`src/sv/ccrc_pkg.sv`:
```
`timescale 1ns / 1ps
// ----------------------------------------------------------------------------
// Case-folded CRC string hash package
// Request types, hash constants and the CRC table function shared by the
// hash datapath and the top level.
// ----------------------------------------------------------------------------
package ccrc_pkg;

  localparam int unsigned HashWidth = 32;
  localparam int unsigned ByteWidth = 8;

  localparam logic [HashWidth-1:0] HashPoly   = 32'h04C1_1DB7;
  localparam logic [HashWidth-1:0] HashTopBit = 32'h8000_0000;
  localparam logic [HashWidth-1:0] HashLow24  = 32'h00FF_FFFF;
  localparam logic [HashWidth-1:0] HashInit   = 32'h0000_0000;

  localparam logic [ByteWidth-1:0] LowerA    = 8'h61;
  localparam logic [ByteWidth-1:0] LowerZ    = 8'h7A;
  localparam logic [ByteWidth-1:0] CaseDelta = 8'h20;
  localparam logic [ByteWidth-1:0] HighByte  = 8'h00;

  typedef struct packed {
    logic [ByteWidth-1:0] char_byte;
    logic                 is_last;
  } in_req_t;

  typedef struct packed {
    logic [HashWidth-1:0] hash_value;
    logic                 is_final;
  } out_req_t;

  // Entry of the 256-entry MSB-first CRC table for one index.
  function automatic logic [HashWidth-1:0] crc_table(input logic [ByteWidth-1:0] idx);
    logic [HashWidth-1:0] v;
    v = {idx, {(HashWidth-ByteWidth){1'b0}}};
    for (int k = 0; k < ByteWidth; k++) begin
      if ((v & HashTopBit) != '0) begin
        v = {v[HashWidth-2:0], 1'b0} ^ HashPoly;
      end else begin
        v = {v[HashWidth-2:0], 1'b0};
      end
    end
    return v;
  endfunction

  // One right-shifting table update of the running hash.
  function automatic logic [HashWidth-1:0] hash_step(input logic [HashWidth-1:0] h,
                                                    input logic [ByteWidth-1:0] b);
    return ((h >> ByteWidth) & HashLow24) ^ crc_table(h[ByteWidth-1:0] ^ b);
  endfunction

endpackage

```
`src/sv/ccrc_datapath.sv`:
```
`timescale 1ns / 1ps
// ----------------------------------------------------------------------------
// Case-folded CRC hash datapath
// Upper-cases one byte and applies the two table updates for a 16-bit
// character whose upper half is zero.
// ----------------------------------------------------------------------------
module ccrc_datapath (
  input  logic [ccrc_pkg::HashWidth-1:0] hash_i,
  input  logic [ccrc_pkg::ByteWidth-1:0] char_byte_i,
  output logic [ccrc_pkg::HashWidth-1:0] hash_o
);

  logic [ccrc_pkg::ByteWidth-1:0] folded;
  logic [ccrc_pkg::HashWidth-1:0] low_hash;

  // Only ASCII lower-case letters are folded.
  always_comb begin
    if (char_byte_i >= ccrc_pkg::LowerA && char_byte_i <= ccrc_pkg::LowerZ) begin
      folded = char_byte_i - ccrc_pkg::CaseDelta;
    end else begin
      folded = char_byte_i;
    end
  end

  assign low_hash = ccrc_pkg::hash_step(hash_i, folded);
  assign hash_o   = ccrc_pkg::hash_step(low_hash, ccrc_pkg::HighByte);

endmodule

```
`src/sv/case_folded_crc32_string_hash.sv`:
```
`timescale 1ns / 1ps
// ----------------------------------------------------------------------------
// Case-folded CRC32 string hash
// Streams a name string one byte per request and returns the running hash
// after every byte, with the final hash flagged on the last byte.
// ----------------------------------------------------------------------------
// Each request carries one byte and a last-byte flag. The byte is upper-cased
// (ASCII a-z only) and the running 32-bit hash is updated twice, with the byte
// and with a zero byte, through the MSB-first table of polynomial 0x04C11DB7.
// Every request produces exactly one result request; the hash restarts from
// zero after a last byte. A request passes through the input register and
// then sits in the output register until taken. The block sustains one
// request per clock while the output is not stalled. Two chained table
// lookups lie between the input register and the running hash.
// An empty string is never streamed; its hash is zero.
// ----------------------------------------------------------------------------
module case_folded_crc32_string_hash (
  input  logic               clk_i,
  input  logic               rst_ni,
  input  logic               in_valid_i,
  output logic               in_stall_o,
  input  ccrc_pkg::in_req_t  in_req_i,
  output logic               out_valid_o,
  input  logic               out_stall_i,
  output ccrc_pkg::out_req_t out_req_o
);

  // Input register.
  logic              in_valid_q;
  ccrc_pkg::in_req_t in_req_q;

  // Running hash between strings and result register.
  logic [ccrc_pkg::HashWidth-1:0] running_hash_q, running_hash_d;
  logic                           out_valid_q;
  ccrc_pkg::out_req_t             out_req_q;

  logic [ccrc_pkg::HashWidth-1:0] next_hash;
  logic                           advance;
  logic                           in_fire;

  // The input register drains whenever the result register is empty or is
  // being taken in this cycle, so a full pipe still moves one per clock.
  assign advance    = in_valid_q && (!out_valid_q || !out_stall_i);
  assign in_stall_o = in_valid_q && !advance;
  assign in_fire    = in_valid_i && !in_stall_o;

  ccrc_datapath u_datapath (
    .hash_i      (running_hash_q),
    .char_byte_i (in_req_q.char_byte),
    .hash_o      (next_hash)
  );

  // After a last byte the hash starts the next string from zero.
  always_comb begin
    running_hash_d = running_hash_q;
    if (advance) begin
      running_hash_d = in_req_q.is_last ? ccrc_pkg::HashInit : next_hash;
    end
  end

  always_ff @(posedge clk_i or negedge rst_ni) begin
    if (!rst_ni) begin
      in_valid_q     <= 1'b0;
      out_valid_q    <= 1'b0;
      running_hash_q <= ccrc_pkg::HashInit;
    end else begin
      running_hash_q <= running_hash_d;
      if (in_fire) begin
        in_valid_q <= 1'b1;
      end else if (advance) begin
        in_valid_q <= 1'b0;
      end
      if (advance) begin
        out_valid_q <= 1'b1;
      end else if (!out_stall_i) begin
        out_valid_q <= 1'b0;
      end
    end
  end

  // Payload registers carry no reset.
  always_ff @(posedge clk_i) begin
    if (in_fire) begin
      in_req_q <= in_req_i;
    end
    if (advance) begin
      out_req_q.hash_value <= next_hash;
      out_req_q.is_final   <= in_req_q.is_last;
    end
  end

  assign out_valid_o = out_valid_q;
  assign out_req_o   = out_req_q;

`ifndef SYNTHESIS
  // A last byte leaves the running hash at zero for the next string.
  a_restart_after_last: assert property (@(posedge clk_i) disable iff (!rst_ni)
    (advance && in_req_q.is_last) |=> (running_hash_q == ccrc_pkg::HashInit))
    else $error("running hash not cleared after last byte");

  // A request moved into the result register is presented with its hash.
  a_result_loaded: assert property (@(posedge clk_i) disable iff (!rst_ni)
    advance |=> (out_valid_o && out_req_o.hash_value == $past(next_hash)))
    else $error("result register not loaded on advance");

  // The input side only stalls while a request is held in the input register.
  a_stall_only_when_full: assert property (@(posedge clk_i) disable iff (!rst_ni)
    in_stall_o |-> (in_valid_q && out_valid_q && out_stall_i))
    else $error("input stalled without a held request");

  // The running hash changes only when a request advances.
  a_hash_moves_on_advance: assert property (@(posedge clk_i) disable iff (!rst_ni)
    !advance |=> $stable(running_hash_q))
    else $error("running hash changed without an advancing request");
`endif

endmodule

```
`config.mk`:
```
export PLATFORM = sky130hd
export DESIGN_NAME = case_folded_crc32_string_hash
export DESIGN_NICKNAME = d
export VERILOG_FILES = /design/src/sv/ccrc_pkg.sv /design/src/sv/ccrc_datapath.sv /design/src/sv/case_folded_crc32_string_hash.sv
export SDC_FILE = /design/constraint.sdc
export NUM_CORES = 1
export LEC_CHECK = 0
export ABC_AREA = 1
export BUFFER_PORTS_ARGS = -buffer_cell sky130_fd_sc_hd__buf_2
export CORE_MARGIN = 3
export CORE_UTILIZATION = 35
export DETAILED_ROUTE_END_ITERATION = 8
export GPL_ROUTABILITY_DRIVEN = 0
export HOLD_SLACK_MARGIN = 0.1
export PLACE_DENSITY = 0.51
export SLEW_MARGIN = 20
export SYNTH_ARGS = -nofsm -noshare
export SYNTH_HDL_FRONTEND = slang
export SYNTH_SLANG_ARGS = --single-unit
```
`constraint.sdc`:
```
create_clock -name clk_i -period 5.9 [get_ports clk_i]
set_clock_uncertainty 0.05 [all_clocks]
set_input_delay 0 -clock clk_i [delete_from_list [all_inputs] [get_ports clk_i]]
set_output_delay 0 -clock clk_i [all_outputs]
set_load 0.1 [all_outputs]
```
# [Word-level counts from Yosys, hierarchy flattened]
# Index checks and enable logic that the tools add are counted.
[op_classes] magnitude_cmp=2 n_eq_ne=1 n_mux=22 addsub=1 n_bitwise=19 reduce_logical=10
[ops] op="$mux 27" count=16
[ops] op="$not 14->14" count=16
[ops] op="$xor 24x32->32" count=2
[ops] op="$mux 32" count=1
[ops] op="$ge 8x7->1 const B" count=1
[ops] op="$le 8x7->1 const B" count=1
[ops] op="$mux 8" count=1
[ops] op="$sub 8x6->8 const B" count=1
[ops] op="$xor 8x8->8" count=1
[ops] op="$logic_and 1x1->1" count=4
[ops] op="$logic_not 1->1" count=4
[ops] op="$mux 1" count=4
[ops] op="$ne 2x1->1 const B" count=1
[ops] op="$reduce_bool 2->1" count=1
[ops] op="$logic_or 1x1->1" count=1
[word_totals] word_cells=62 inputBits=13 register_bits=76 output_inout_bits=35

# [Longest topological paths before layout]
# Gate-level depths: netlist (run 1).
[logic_depth] word_depth=39 mapped_depth=25 depth_no_buf=25

# [Modules after synthesis]
# A second synthesis (run 1) with hierarchy kept.
[unflattened] cells_unflattened=593 area_unflattened_um2=5123.7
[by_module_without_submodules] module="case_folded_crc32_string_hash" area_each_um2=2711.4 seq_area_each_um2=2112.0 cells_each=195 n_inst=1
[by_module_without_submodules] module="ccrc_datapath" area_each_um2=2412.3 seq_area_each_um2=0.0 cells_each=398 n_inst=1

# [Least setup slack after synthesis (run 1)]
# Ideal clock, no wire load.
[synth_timing] path_kind="register to register" start="register out_valid_q, in the netlist out_valid_o" end="register out_req_q, in the netlist out_req_o[0], enable pin" n_path_buf=1 period_less_slack_ns=2.942 required_time_ns=5.440 setup_slack_ns=2.958 setup_ns=0.410 path_stages_with_launch=5 arrival_ns=2.481 path_cell_list="dfrtp_1 nand2_1 nand2_1 inv_1 clkbuf_1"
[synth_via] elab_chain_cells=3
[synth_rtl] item="start, declared" line_no="case_folded_crc32_string_hash.sv:34" rtl="logic out_valid_q;"
[synth_rtl] item="start signal, assigned" line_no="case_folded_crc32_string_hash.sv:64" rtl="out_valid_q <= 1'b0;"
[synth_rtl] item="start signal, assigned" line_no="case_folded_crc32_string_hash.sv:74" rtl="out_valid_q <= 1'b1;"
[synth_rtl] item="start signal, assigned" line_no="case_folded_crc32_string_hash.sv:76" rtl="out_valid_q <= 1'b0;"
[synth_rtl] item="$logic_not 1->1" line_no="case_folded_crc32_string_hash.sv:43" rtl="assign advance = in_valid_q && (!out_valid_q || !out_stall_i);"
[synth_rtl] item="$logic_or 1x1->1" line_no="case_folded_crc32_string_hash.sv:43"
[synth_rtl] item="$logic_and 1x1->1" line_no="case_folded_crc32_string_hash.sv:43"
[synth_rtl] item="net advance" line_no="case_folded_crc32_string_hash.sv:38" rtl="logic advance;"
[synth_rtl] item="end, declared" line_no="case_folded_crc32_string_hash.sv:35" rtl="ccrc_pkg::out_req_t out_req_q;"
# The timed path passes the listed nets, and every way through them passes these cells.
# A chain may end at the register's enable or synchronous reset.

# [Final worst setup path (run 1)]
[layout_timing] start="register in_req_q[3] in the netlist's numbering" end="register out_req_q, in the netlist out_req_o[8], data pin"
[layout_via] elab_chain_cells=32 word_cells_on_any_way=37 cone_classes="add/sub (1); order compare (2); mux (17); bitwise (16); reduce/logical (1)"
[layout_rtl] item="start, declared" line_no="case_folded_crc32_string_hash.sv:30" rtl="ccrc_pkg::in_req_t in_req_q;"
[layout_rtl] item="start signal, assigned" line_no="case_folded_crc32_string_hash.sv:84" rtl="in_req_q <= in_req_i;"
[layout_rtl] item="$ge 8x7->1 or $le 8x7->1 (tied branches)" line_no="ccrc_datapath.sv:18" rtl="if (char_byte_i >= ccrc_pkg::LowerA && char_byte_i <= ccrc_pkg::LowerZ) begin"
[layout_rtl] item="$logic_and 1x1->1" line_no="ccrc_datapath.sv:18"
[layout_rtl] item="$mux 8 *" line_no="ccrc_datapath.sv:18"
[layout_rtl] item="$xor 8x8->8 *" line_no="ccrc_pkg.sv:49" rtl="return ((h >> ByteWidth) & HashLow24) ^ crc_table(h[ByteWidth-1:0] ^ b);"
[layout_rtl] item="$mux 27" line_no="ccrc_pkg.sv:37" rtl="if ((v & HashTopBit) != '0) begin"
[layout_rtl] item="$not 14->14 (no line)"
[layout_rtl] item="$mux 27" line_no="ccrc_pkg.sv:37"
[layout_rtl] item="$not 14->14 (no line)"
[layout_rtl] item="[... 16 more ...]"
[layout_rtl] item="$not 14->14 (no line)"
[layout_rtl] item="$mux 27" line_no="ccrc_pkg.sv:37"
[layout_rtl] item="$not 14->14 (no line)"
[layout_rtl] item="$mux 27 (2 in series)" line_no="ccrc_pkg.sv:37"
[layout_rtl] item="$not 14->14 (no line)"
[layout_rtl] item="$mux 27" line_no="ccrc_pkg.sv:37"
[layout_rtl] item="$xor 24x32->32 *" line_no="ccrc_pkg.sv:49"
[layout_rtl] item="net next_hash, one bit" line_no="case_folded_crc32_string_hash.sv:37" rtl="logic [ccrc_pkg::HashWidth-1:0] next_hash;"
# Mark *: on every way through the listed nets, which the timed path passes. The rest lies on a longest branch.

==> impl_metrics.csv, run 1 <==
group,metric,value,unit
status,status,"completed",
detailed_routing,viasPerCell,4.583,
sta,tns,0,ns
logic_synthesis,synth.top_cell.area_share,26.54,%
sta,finalSetupViolCount,0,
setup_path,worstReg2RegStart,"in_req_q[3]",
logic_synthesis,synthTopCellsByArea,"edfxtp_1, dfrtp_1, nand2_1",
grt,grt_remaining_overflow,0,
placed_design,portBuffers,47,
sta,tightest_slew,1.009,ns
clock_tree,clk_pin_slew_worst_paths,0.06,ns
grt,grt_max_degree,51,
run,cap_violations,0,
setup_path,critPathTopFamily,"simple AND/OR/NAND/NOR gates",
clock_tree,cts-root-buf,"clkbuf_16",
worst_hold_path,min_path_type,"input port to asynchronous set/reset pin",
floorplanning,row_count,41,
logic_synthesis,synth_edf_count,42,
setup_path,crit_path_end_kind,"flop",
logic_synthesis,synthCells,518,
floorplanning,die_h,122.5,um
setup_path,cp_max_fo,6,
detailed_routing,routed-wl-met2,5077,um
finish,layout-drive-gt1-share,23.64,%
finish,final_area,0.005603,sq mm
sta,max_freq,301.5,MHz
sta,post-route-period-util,56.22,%
detailed_routing,num_vias,3483,
finish,seq_area,0.002112,sq mm
setup_path,critPathArrivalTime,3.36,ns
floorplanning,num_io_pins,48,
logic_synthesis,ys_types,32,
sta,drv_slew,0,
placed_design,dp_hpwl,8705,um
setup_path,r2r_end,"out_req_o[8]",
setup_path,crit_buf_inv,2,
grt,grt_pass1_wl,18000,um
finish,nFillCells,1296,
setup_path,cp-endpoint,"out_req_o[8]",
detailed_routing,first_pass_iters,4,
detailed_routing,wl,11320,um
logic_synthesis,syn-num-nets,532,
floorplanning,die_area,0.01501,sq mm
setup_path,cp-start-kind,"flop",
detailed_routing,drt-met1-wl,5141,um
setup_path,r2r_setup_slack,2.58,ns
placed_design,placed_area,0.005179,sq mm
logic_synthesis,netlist_area,0.004752,sq mm
grt,antenna_found_initial,0,
floorplanning,die_w,122.5,um
clock_tree,cts_resized,0,
grt,grtUsageTotal,16.28,%
setup_path,rr_worst_depth,15,
clock_tree,cts_tree,"built",
detailed_routing,ant_nets,0,
logic_synthesis,ys_warn_count,0,
setup_path,cp.required,5.95,ns
floorplanning,core,0.01293,sq mm
detailed_routing,drc_errors,0,
finish,area_growth,17.90,%
finish,fin_util,43.34,%
logic_synthesis,synth_top_flop_cell,"edfxtp_1",
logic_synthesis,synth_top_cell_by_area,"edfxtp_1",
setup_path,cp.depth,15,
sta,finalCriticalPeriod,3.317,ns
setup_path,max_stage_delay,0.44,ns
setup_path,cp_common_cell,"nand2_1",
finish,multi_input_area,0.002316,sq mm
clock_tree,clock_latency,0.34,ns
setup_path,crit_type,"flop to flop",
logic_synthesis,synth_common_cells,"nand2_1, inv_1, xor2_1",
detailed_routing,drt_iter0_drc,220,
sta,final_hold_viol_count,0,
finish,nets,597,
clock_tree,postCtsSetupRepairBufs,0,
logic_synthesis,ys_ff_latch,76,
sta,rsz0062_at_grt,"false",
setup_path,cp-startpoint,"in_req_q[3]",
grt,grt_pass1_vias,3468,
logic_synthesis,yosys.cell_count.top_type,"nand2_1",
setup_path,worstPathCellList,"or2_1, and2_1, xor2_4, xnor2_2, xor2_2, inv_2, nand2_1, nand2_4, inv_2, nand2_1, nand2_1, nand2_1, nand2_1, nand2_1, and2_1",
clock_tree,ctsHtreeMaxLevel,3,
logic_synthesis,avgSynthCellArea,9.174,sq um
finish,insertedDiodeCount,0,
sta,relSlewSlack,32.62,%
logic_synthesis,synth-seq-area-share,44.44,%
setup_path,slowest_stage,"edfxtp_1",
clock_tree,clock_sinks,76,
clock_tree,clk_path_buf_depth,2,
detailed_routing,top_layer,"met4",
logic_synthesis,async_reset_ff_share,44.74,%
detailed_routing,dr_wl_met3,586,um
floorplanning,start_util,36.76,%
clock_tree,cts-buffers-inserted,9,
detailed_routing,routedWlPerCell,14.90,um
cell families after synthesis:
kind of cell	share of synthesized area [%]
fa+ha+maj	0.2633
simple gates	26.17
xor+xnor	19.09
compound gates	3.212
buf+inv	6.819
flops	44.44
through the flow:
| step | setup slack (ns) | instances | hold slack [ns] |
|---|---|---|---|
| 2_1_floorplan | 2.958 | 518 | -0.3456 |
| 3_3_place_gp | 2.562 | 732 | 0.1067 |
| 3_5_place_dp | 2.585 | 732 | 0.1191 |
| 4_1_cts | 2.572 | 760 | 0.2891 |
| 5_1_grt | 2.288 | 760 | 0.3142 |
| 6_report | 2.583 | 760 | 0.2614 |
layout by cell type (no fill, tap or decap), drive strengths merged, types with 2 or more instances in the layout:
cell / instances
o22ai: 9
nand3: 52
a22o: 3
edfxtp: 42
clkinv: 2
clkbuf: 12
and2: 6
nand4: 6
nand3b: 2
xnor2: 22
dfrtp: 34
o21ai: 14
nor2: 5
dlygate4sd3: 12
xor2: 61
nand2: 175
inv: 78
buf: 48
sequential cells by signal, indices dropped and copies added (netlist names):
register        count
in_valid_q          1
running_hash_q     32
in_req_q            9
out_req_o          33
out_valid_o         1
worst min-delay path by stage:
stage                start  cells past startpoint                 end  slack [ns]
3_5_place_dp        rst_ni                      1  running_hash_q[11]        0.12
4_1_cts             rst_ni                      2  running_hash_q[22]        0.29
3_3_place_gp        rst_ni                      1  running_hash_q[11]        0.11
5_1_grt        in_req_i[5]                      2         in_req_q[5]        0.31
6_report            rst_ni                      2  running_hash_q[27]        0.26
2_1_floorplan       rst_ni                      0          in_valid_q       -0.35
metal layers:
layer  vias to the layer above  global-route usage [%]
met3                        31                   4.194
met1                      1594                   20.41
met4                         0                   8.118
li1                       1756                       -
met5                         -                       0
met2                       102                   26.07
timing repair:
item,in CTS,in global routing
hold endpoints to repair,45,0
hold buffers,12,0
setup endpoints to repair,0,0
layout make-up:
type | instances | share of cell area (%)
clock buffer | 12 | 4.578
inverter | 78 | 5.226
tap | 172 | 3.841
multi-input combinational | 358 | 41.34
sequential | 76 | 37.70
timing repair buffer | 60 | 6.476
clock inverter | 4 | 0.8486
Power of run 1 is not shown: default switching activity piles up to over one toggle a cycle in this logic, so the estimate is an artifact.
==> inputs of run 2 (changes only) <==
==> constraint.sdc (replaced) <==
create_clock -name clk_i -period 3.3 [get_ports clk_i]
set_clock_uncertainty 0.05 [all_clocks]
set_input_delay 0 -clock clk_i [delete_from_list [all_inputs] [get_ports clk_i]]
set_output_delay 0 -clock clk_i [all_outputs]
set_load 0.1 [all_outputs]
==> run 2 against run 1 <==
Critical endpoint is now out_req_o[6]. Worst hold slack lost 0.0098 ns. Sequential cell count is the same. Core utilization grew 2.7 points. Critical path depth grew 5. First-iteration DRC count shrank 13%. Global-route usage grew 0.66 points. Sequential share of layout area shrank 2.2 points.
==> impl_metrics.csv, run 2 (synthesis gave the netlist of run 1 again) <==
group,metric,value,unit
status,status,"completed",
clock_tree,cts-buffers-inserted,9,
floorplanning,die_w,122.5,um
finish,layout_commonest_cell,"nand2_1",
detailed_routing,drc_errors,0,
finish,multi_input_area,0.002386,sq mm
finish,insertedDiodeCount,0,
grt,antenna_found_initial,0,
clock_tree,ctsHtreeMaxLevel,3,
setup_path,critPathTopFamily,"simple AND/OR/NAND/NOR gates",
sta,relSlewSlack,43.81,%
setup_path,crit_type,"flop to flop",
worst_hold_path,min_path_type,"input port to asynchronous set/reset pin",
floorplanning,num_io_pins,48,
floorplanning,core,0.01293,sq mm
sta,finalSetupViolCount,0,
finish,layout_common_cells,"nand2_1, inv_1, xor2_1, buf_2, nand3_1",
finish,seq_area,0.002112,sq mm
setup_path,max_stage_delay,0.40,ns
clock_tree,clk_path_buf_depth,2,
clock_tree,cts_tree,"built",
detailed_routing,routedWlPerCell,14.84,um
finish,layout-drive-gt1-share,27.80,%
grt,grtUsageTotal,16.94,%
detailed_routing,first_pass_iters,4,
clock_tree,clk_pin_slew_worst_paths,0.06,ns
setup_path,worstPathCellList,"inv_2, nand2_1, nor2_4, nand3_2, nand2_1, nand3_4, nand2_4, nand2_2, nand2_2, nand2_1, nand2_2, nand2_1, nand2_2, inv_2, nand2_2, nand2_4, buf_4, xnor2_2, xor2_2, inv_1",
sta,final_hold_viol_count,0,
setup_path,cp-start-kind,"flop",
setup_path,slowest_stage,"edfxtp_1",
setup_path,cp.required,3.35,ns
clock_tree,clock_sinks,76,
floorplanning,start_util,36.76,%
clock_tree,clock_latency,0.35,ns
detailed_routing,ant_nets,0,
sta,rsz0062_at_grt,"true",
finish,largest_reg_flops,33,
sta,finalCriticalPeriod,3.068,ns
sta,max_freq,326.0,MHz
grt,grt_pass1_vias,3479,
setup_path,crit_path_end_kind,"flop",
setup_path,crit_buf_inv,4,
placed_design,dp_cells,743,
sta,tightest_slew,0.8429,ns
finish,area_growth,25.28,%
grt,grt_remaining_overflow,0,
floorplanning,die_area,0.01501,sq mm
setup_path,critPathArrivalTime,3.11,ns
detailed_routing,num_vias,3545,
setup_path,cp_max_fo,6,
detailed_routing,drt_iter0_drc,191,
finish,fin_util,46.05,%
grt,grt_max_degree,35,
setup_path,cp_common_cell,"nand2_2",
sta,drv_slew,0,
grt,grt_pass1_wl,18720,um
sta,post-route-period-util,92.96,%
detailed_routing,viasPerCell,4.504,
clock_tree,cts-root-buf,"clkbuf_16",
placed_design,dp_hpwl,8919,um
placed_design,portBuffers,47,
floorplanning,die_h,122.5,um
detailed_routing,wl,11680,um
floorplanning,row_count,41,
finish,nFillCells,1252,
run,cap_violations,0,
finish,nets,624,
finish,layout.cells.non_filler,787,
-- run 2: cell types whose count changed in the layout (fill, tap and decap cells not counted), sizes merged --
cell,before,now
buf,48,73
bufinv,1,3
clkinv,2,1
clkinvlp,1,0
dlygate4sd3,12,14
-- run 2: final timing paths --
check	startpoint	endpoint	slack, ns	depth (start not counted)
setup / recovery	in_req_q[8]	out_req_o[6]	0.23	20
hold / removal	rst_ni	running_hash_q[22]	0.25	2
setup reg to reg	in_req_q[8]	out_req_o[6]	0.23	20
hold reg to reg	in_req_q[0]	out_req_o[0]	0.41	0
max in group asynchronous	rst_ni	running_hash_q[14]	2.42	2
min in group clk_i	in_req_i[6]	in_req_q[6]	0.31	2
-- run 2: final cells by class --
cell class / count / share of cell area [%]
multi-input cells: 358 / 40.08
clock buffers: 12 / 4.309
repair buffers: 87 / 10.00
inverters: 78 / 4.918
well taps: 172 / 3.615
clock inverters: 4 / 1.597
flip-flops and latches: 76 / 35.48
-- run 2: repair_timing --
item                                   in CTS  in global routing
hold buffers                               14                  0
pin swaps                                   0                  6
setup endpoints to repair                   1                 22
endpoints found under the hold margin      45                  0
cloned                                      0                  0
gates resized for setup                     1                 12
buffers inserted                            0                 14
-- run 2: stage by stage --
stage,setup WS (ns),setup TNS (ns),cell area [sq um],hold slack (ns)
floorplan,0.3584,0,4752,-0.3456
global placement,0.02470,0,5274,0.1022
detailed placement,0.006164,0,5274,0.1074
CTS,0.08134,0,5767,0.2769
global route,-0.04393,-0.1345,5953,0.3023
finish,0.2324,0,5953,0.2516
-- run 2: per-layer routing --
| metal | track usage [%] | up-vias | part of all wire, % |
|---|---|---|---|
| met5 | 0 | - | 0 |
| met4 | 7.068 | 0 | 2.2 |
| met3 | 3.871 | 19 | 4.2 |
| met2 | 27.69 | 68 | 48 |
| met1 | 21.65 | 1645 | 46 |
| li1 | - | 1813 | - |
-- run 2: worst reg2reg max path, stage by stage, from the launching register on --
cell	delay, ns
edfxtp_1	0.40
inv_2	0.11
nand2_1	0.09
nor2_4	0.19
nand3_2	0.14
nand2_1	0.16
nand3_4	0.12
nand2_4	0.10
nand2_2	0.05
nand2_2	0.10
nand2_1	0.08
nand2_2	0.12
nand2_1	0.08
nand2_2	0.13
inv_2	0.06
nand2_2	0.09
nand2_4	0.08
buf_4	0.16
xnor2_2	0.24
xor2_2	0.22
inv_1	0.07
Power of run 2 is left out for the same reason.
